[config.mk]
export PLATFORM = sky130hd
export DESIGN_NAME = tmwp_ctrl
export DESIGN_NICKNAME = d
export VERILOG_FILES = /design/src/hw/rtl/tmwp_pkg.sv /design/src/hw/rtl/tmwp_ctrl.sv
export SDC_FILE = /design/constraint.sdc
export NUM_CORES = 1
export LEC_CHECK = 0
export BUFFER_PORTS_ARGS = -buffer_cell sky130_fd_sc_hd__buf_4
export CORE_AREA = 10 10 47 49
export DETAILED_ROUTE_END_ITERATION = 16
export DIE_AREA = 0 0 57 59
export PLACE_DENSITY = 0.68
export SLEW_MARGIN = 20
export SYNTH_ARGS = -nofsm -noshare
export SYNTH_HDL_FRONTEND = slang
export SYNTH_SLANG_ARGS = --single-unit
[constraint.sdc]
create_clock -name clk_i -period 2 [get_ports clk_i]
set_input_delay 0 -clock clk_i [delete_from_list [all_inputs] [get_ports clk_i]]
set_output_delay 0 -clock clk_i [all_outputs]
set_load 0.005 [all_outputs]
[src/hw/rtl/tmwp_pkg.sv]
// ----------------------------------------------------------------------------
// tmwp_pkg
// Shared constants, action codes and controller/datapath interface types for
// the text marquee word packer.
// ----------------------------------------------------------------------------
package tmwp_pkg;

  localparam int unsigned TextDepthDefault = 1024;
  localparam int unsigned WindowLen        = 6;
  localparam int unsigned CharW            = 8;
  localparam int unsigned LenRegW          = 11;
  localparam int unsigned AddrFieldW       = 10;
  localparam int unsigned ActionW          = 2;
  localparam logic [CharW-1:0] SpaceChar   = 8'h20;
  localparam logic [LenRegW-1:0] LenReset  = 11'd6;

  typedef enum logic [ActionW-1:0] {
    ACT_TICK     = 2'd0,
    ACT_TOGGLE   = 2'd1,
    ACT_ACTIVATE = 2'd2,
    ACT_LOAD     = 2'd3
  } action_e;

  typedef struct packed {
    logic load;
    logic toggle;
    logic activate;
    logic char_step;
    logic commit_adv;
    logic start;
    logic word_step;
    logic fill_step;
    logic out_load;
  } ctrl_cmd_t;

  typedef struct packed {
    logic words_on;
    logic word_done;
    logic char_done;
  } dp_status_t;

endpackage

[src/hw/rtl/tmwp_ctrl.sv]
// ----------------------------------------------------------------------------
// tmwp_ctrl
// Sequencer for the marquee: decodes actions, steps the scan engine through
// advance and fill passes, and hands finished windows to the output register.
// ----------------------------------------------------------------------------
module tmwp_ctrl (
  input  logic                          clk_i,
  input  logic                          rst_ni,
  input  logic                          in_valid_i,
  input  logic [tmwp_pkg::ActionW-1:0]  action_i,
  output logic                          in_ready_o,
  input  logic                          out_ready_i,
  output logic                          out_valid_o,
  input  tmwp_pkg::dp_status_t          status_i,
  output tmwp_pkg::ctrl_cmd_t           cmd_o
);
  import tmwp_pkg::*;

  typedef enum logic [4:0] {
    ST_IDLE    = 5'b00001,
    ST_ADV     = 5'b00010,
    ST_WFILL   = 5'b00100,
    ST_CFILL   = 5'b01000,
    ST_DELIVER = 5'b10000
  } state_e;

  state_e  state_q, state_d;
  logic    out_valid_q, out_valid_d;
  action_e action;

  assign action = action_e'(action_i);

  always_comb begin
    state_d    = state_q;
    cmd_o      = '0;
    in_ready_o = 1'b0;
    case (state_q)
      ST_IDLE: begin
        in_ready_o = 1'b1;
        if (in_valid_i) begin
          case (action)
            ACT_LOAD: begin
              cmd_o.load = 1'b1;
            end
            ACT_TICK: begin
              cmd_o.start = 1'b1;
              if (status_i.words_on) begin
                state_d = ST_ADV;
              end else begin
                cmd_o.char_step = 1'b1;
                state_d         = ST_CFILL;
              end
            end
            ACT_TOGGLE: begin
              cmd_o.toggle = 1'b1;
              cmd_o.start  = 1'b1;
              state_d      = status_i.words_on ? ST_CFILL : ST_WFILL;
            end
            ACT_ACTIVATE: begin
              cmd_o.activate = 1'b1;
              cmd_o.start    = 1'b1;
              state_d        = ST_CFILL;
            end
            default: begin
              state_d = ST_IDLE;
            end
          endcase
        end
      end
      ST_ADV: begin
        cmd_o.word_step = 1'b1;
        if (status_i.word_done) begin
          cmd_o.commit_adv = 1'b1;
          cmd_o.start      = 1'b1;
          state_d          = ST_WFILL;
        end
      end
      ST_WFILL: begin
        cmd_o.word_step = 1'b1;
        if (status_i.word_done) begin
          state_d = ST_DELIVER;
        end
      end
      ST_CFILL: begin
        cmd_o.fill_step = 1'b1;
        if (status_i.char_done) begin
          state_d = ST_DELIVER;
        end
      end
      ST_DELIVER: begin
        if (!out_valid_q || out_ready_i) begin
          cmd_o.out_load = 1'b1;
          state_d        = ST_IDLE;
        end
      end
      default: begin
        state_d = ST_IDLE;
      end
    endcase
  end

  always_comb begin
    out_valid_d = out_valid_q;
    if (cmd_o.out_load) begin
      out_valid_d = 1'b1;
    end else if (out_ready_i) begin
      out_valid_d = 1'b0;
    end
  end

  always_ff @(posedge clk_i or negedge rst_ni) begin
    if (!rst_ni) begin
      state_q     <= ST_IDLE;
      out_valid_q <= 1'b0;
    end else begin
      state_q     <= state_d;
      out_valid_q <= out_valid_d;
    end
  end

  assign out_valid_o = out_valid_q;

endmodule

==> results.txt <==
Met3 usage -> 2.146%
CP delay by family, top -> simple AND/OR/NAND/NOR gates
Vias/cell -> 5.097
Net count, final -> 102
DR WL/cell -> 13.22 um
Cells on worst reg2reg path -> 4
Remaining DRCs -> 0
Most common cell after layout, fill and taps aside -> buf_4
Crit path kind -> reg -> out
Final setup viols -> 0
P&R area growth vs syn -> 36.78%
Nature of the critical path endpoint -> primary output
Reg-to-Reg Start -> state_q[1]
Layout cell share with drive strength beyond 1 -> 32.18%
Sequential share of the synthesized area -> 27.82%
Placed Instance Area -> 688.2 sq um
Ant. Diodes -> 0
Die ar. -> 0.003363 sq mm
Synth Instances -> 63
Worst setup SP type -> flop
CTS Sinks -> 6
Req. time, crit path -> 2.00 ns
Fillers -> 148
Final period utilization -> 81.75%
Grt total ovfl -> 0
Grt met1 use -> 8.774%
Mapped cell area -> 544.3 sq um
Postcts setup bufs -> 0
Max cap viols -> 0
WP data arrival -> 1.64 ns
Largest net degree at the start of global routing -> 10
Core area -> 0.001401 sq mm
All-Layer GR Usage -> 8.203%
Outcome -> finished clean
Crit-path slowest cell -> dfstp_2
Worst skew pair latency -> 0.25 ns
Most used routing layer -> met2
Final ANT Viol Nets -> 0
FMAX -> 0.6116 GHz
Number of CTS-inserted buffers -> 3
Max Slew Vio Count -> 0
Pwr/cell area -> 1044 mW/mm^2
Routability Congestion -> 0.7754
Top post-synthesis cells by area -> dfrtp_1 (23%), ha_1 (11%), and3_1 (5.7%)
Detailed Route Iter0 Violations -> 4
Clk_skew -> 0.003414 ns
Pre-antenna DRT Iters -> 4
Initial antenna violation count -> 0
DP Wirelength -> 1.123 mm
Clk slew on worst S/H paths -> 0.05 ns
Vias in the first global route -> 510
Distinct cell type count after synthesis -> 29
Crit-path cells -> nor3b_2, and2_4, nand2_1, nor3b_2, buf_4
Reg-to-reg endpoint -> state_q[3]
First-pass GRT wire length -> 2.235 mm
Rel. slew slack -> 79.72%
Die W -> 57 um
Total wire length -> 1.362 mm
Total number of vias -> 525
Root Driver -> clkbuf_4
Worst path bufs/invs -> 1
Worst Max-Slew Pin Slew -> 0.3028 ns
Crit Path Max Fanout -> 9
Worst min-delay path class -> in -> reg
Commonest non-fill, non-tap cells in the layout -> buf_4 (19), nand2_1 (6)
Critical Path Most Common Cell -> nor3b_2
Syn nets -> 77
Initial Util -> 38.84%
CP peak stage delay -> 0.54 ns
Port bufs -> 19
IO Pins -> 20
Avg Inst Size Synth -> 8.639 sq um
Leakage -> 0.3796 nW
Row count -> 14
End of the critical path -> cmd_o[5]
Post-CTS resize count -> 0
Synth top area share -> 22.99%
Yosys Warn Count -> 0
H-tree levels -> 1
Worst setup startpoint -> state_q[0]
Die H -> 59 um
Setup TNS -> 0 ns
Multi-input gate area -> 359.1 sq um
Met2 usage -> 14.11%
Hold Fails Final Rpt -> 0
R2R Setup Slk -> 0.64 ns
CTS Buffer Depth -> 2
VDD IR max -> 382.9 uV
RSZ-0062 raised after global routing -> false
Critical Path Stages -> 5
#FFs+latches synth -> 6
Min Clock Period, post-route -> 1.635 ns
CTS tree -> done
Design area -> 744.5 sq um
Largest area contributor in the netlist -> dfrtp_1
Register area -> 151.4 sq um
[where the power goes]
part           leakage, nW  internal [mW]  switching [mW]
Clock               0.0150         0.0761          0.0523
Combinational        0.286          0.216           0.220
Sequential          0.0791          0.165          0.0476
Total                0.380          0.458           0.320
[synthesized netlist by cell type]
cell,count
dfrtp_1,5
nor4bb_1,1
nor3b_2,2
o22ai_1,2
o21ai_0,4
a21oi_1,3
mux2i_1,1
nor2_1,5
nor2_2,1
and2b_1,1
and3_1,5
o211ai_1,1
buf_6,1
xnor2_1,1
o21bai_1,1
dfstp_2,1
o41ai_2,1
nand2_1,6
buf_4,1
nand4b_1,1
nand4bb_1,1
and2_1,1
o31ai_1,1
ha_1,5
inv_1,4
nor3_1,2
and2_4,1
nand3b_1,2
nand3_1,2
[per-stage QoR]
step / std cells / power (mW) / hold slack [ns] / setup WS, ns / utilization [%]
after global routing: 103 / 0.8414 / 0.07612 / 0.2865 / 53.13
after detailed placement: 96 / 0.6467 / -0.1874 / 0.6381 / 49.11
after global placement: 96 / 0.6454 / -0.1892 / 0.6750 / 49.11
final: 103 / 0.7774 / 0.07559 / 0.3650 / 53.13
after floorplan: 63 / 0.5292 / -0.2956 / 0.7937 / -
after CTS: 103 / 0.7801 / 0.05656 / 0.3660 / 53.13
[cell type report]
| type | count | area share [%] |
|---|---|---|
| tap | 16 | 2.689 |
| multi-input combinational | 51 | 48.24 |
| timing repair buffer | 22 | 23.19 |
| inverter | 4 | 2.017 |
| sequential | 6 | 20.34 |
| clock buffer | 4 | 3.529 |
[metal layers]
layer	vias to the layer above	share of wire, %
met5	-	0
met4	0	1.5
met3	3	2.4
met2	10	52
met1	241	44
li1	271	-
[how the worst min path moves through the flow]
| stage | start | to | slack [ns] | cells past startpoint |
|---|---|---|---|---|
| floorplan | rst_ni | out_valid_o | -0.30 | 0 |
| global placement | rst_ni | out_valid_o | -0.19 | 1 |
| detailed placement | rst_ni | out_valid_o | -0.19 | 1 |
| CTS | status_i[2] | state_q[1] | 0.06 | 3 |
| global route | status_i[2] | state_q[1] | 0.08 | 3 |
| finish | status_i[2] | state_q[1] | 0.08 | 3 |
[cells by family (layout without fill, tap and decap cells)]
logic type / after synthesis / in the layout / share of synthesized area [%]
and+or+nand+nor: 31 / 31 / 35.17
AOI/OAI and AO/OA: 13 / 13 / 15.86
DFF: 6 / 6 / 27.82
buffers and inverters: 6 / 30 / 6.206
adders and majority gates: 5 / 5 / 11.49
xor gates and xnor gates: 1 / 1 / 1.609
muxes: 1 / 1 / 1.839
[flip-flops by register name, indices dropped and copies added, names as in the netlist]
register / cells
out_valid_o: 1
state_q: 5
[worst reg2reg max path, delay by kind of cell (launching register included)]
kind | cells | cell delay [ns]
DFF | 1 | 0.42
and+or+nand+nor | 2 | 0.46
AOI/OAI and AO/OA | 2 | 0.35
[timing repair]
| item | 4_1_cts | 5_1_grt |
|---|---|---|
| hold buffers | 3 | 0 |
| endpoints found under the setup margin | 0 | 0 |
| hold endpoints to repair | 9 | 0 |
Note: power is estimated with default switching activity, not from simulation.
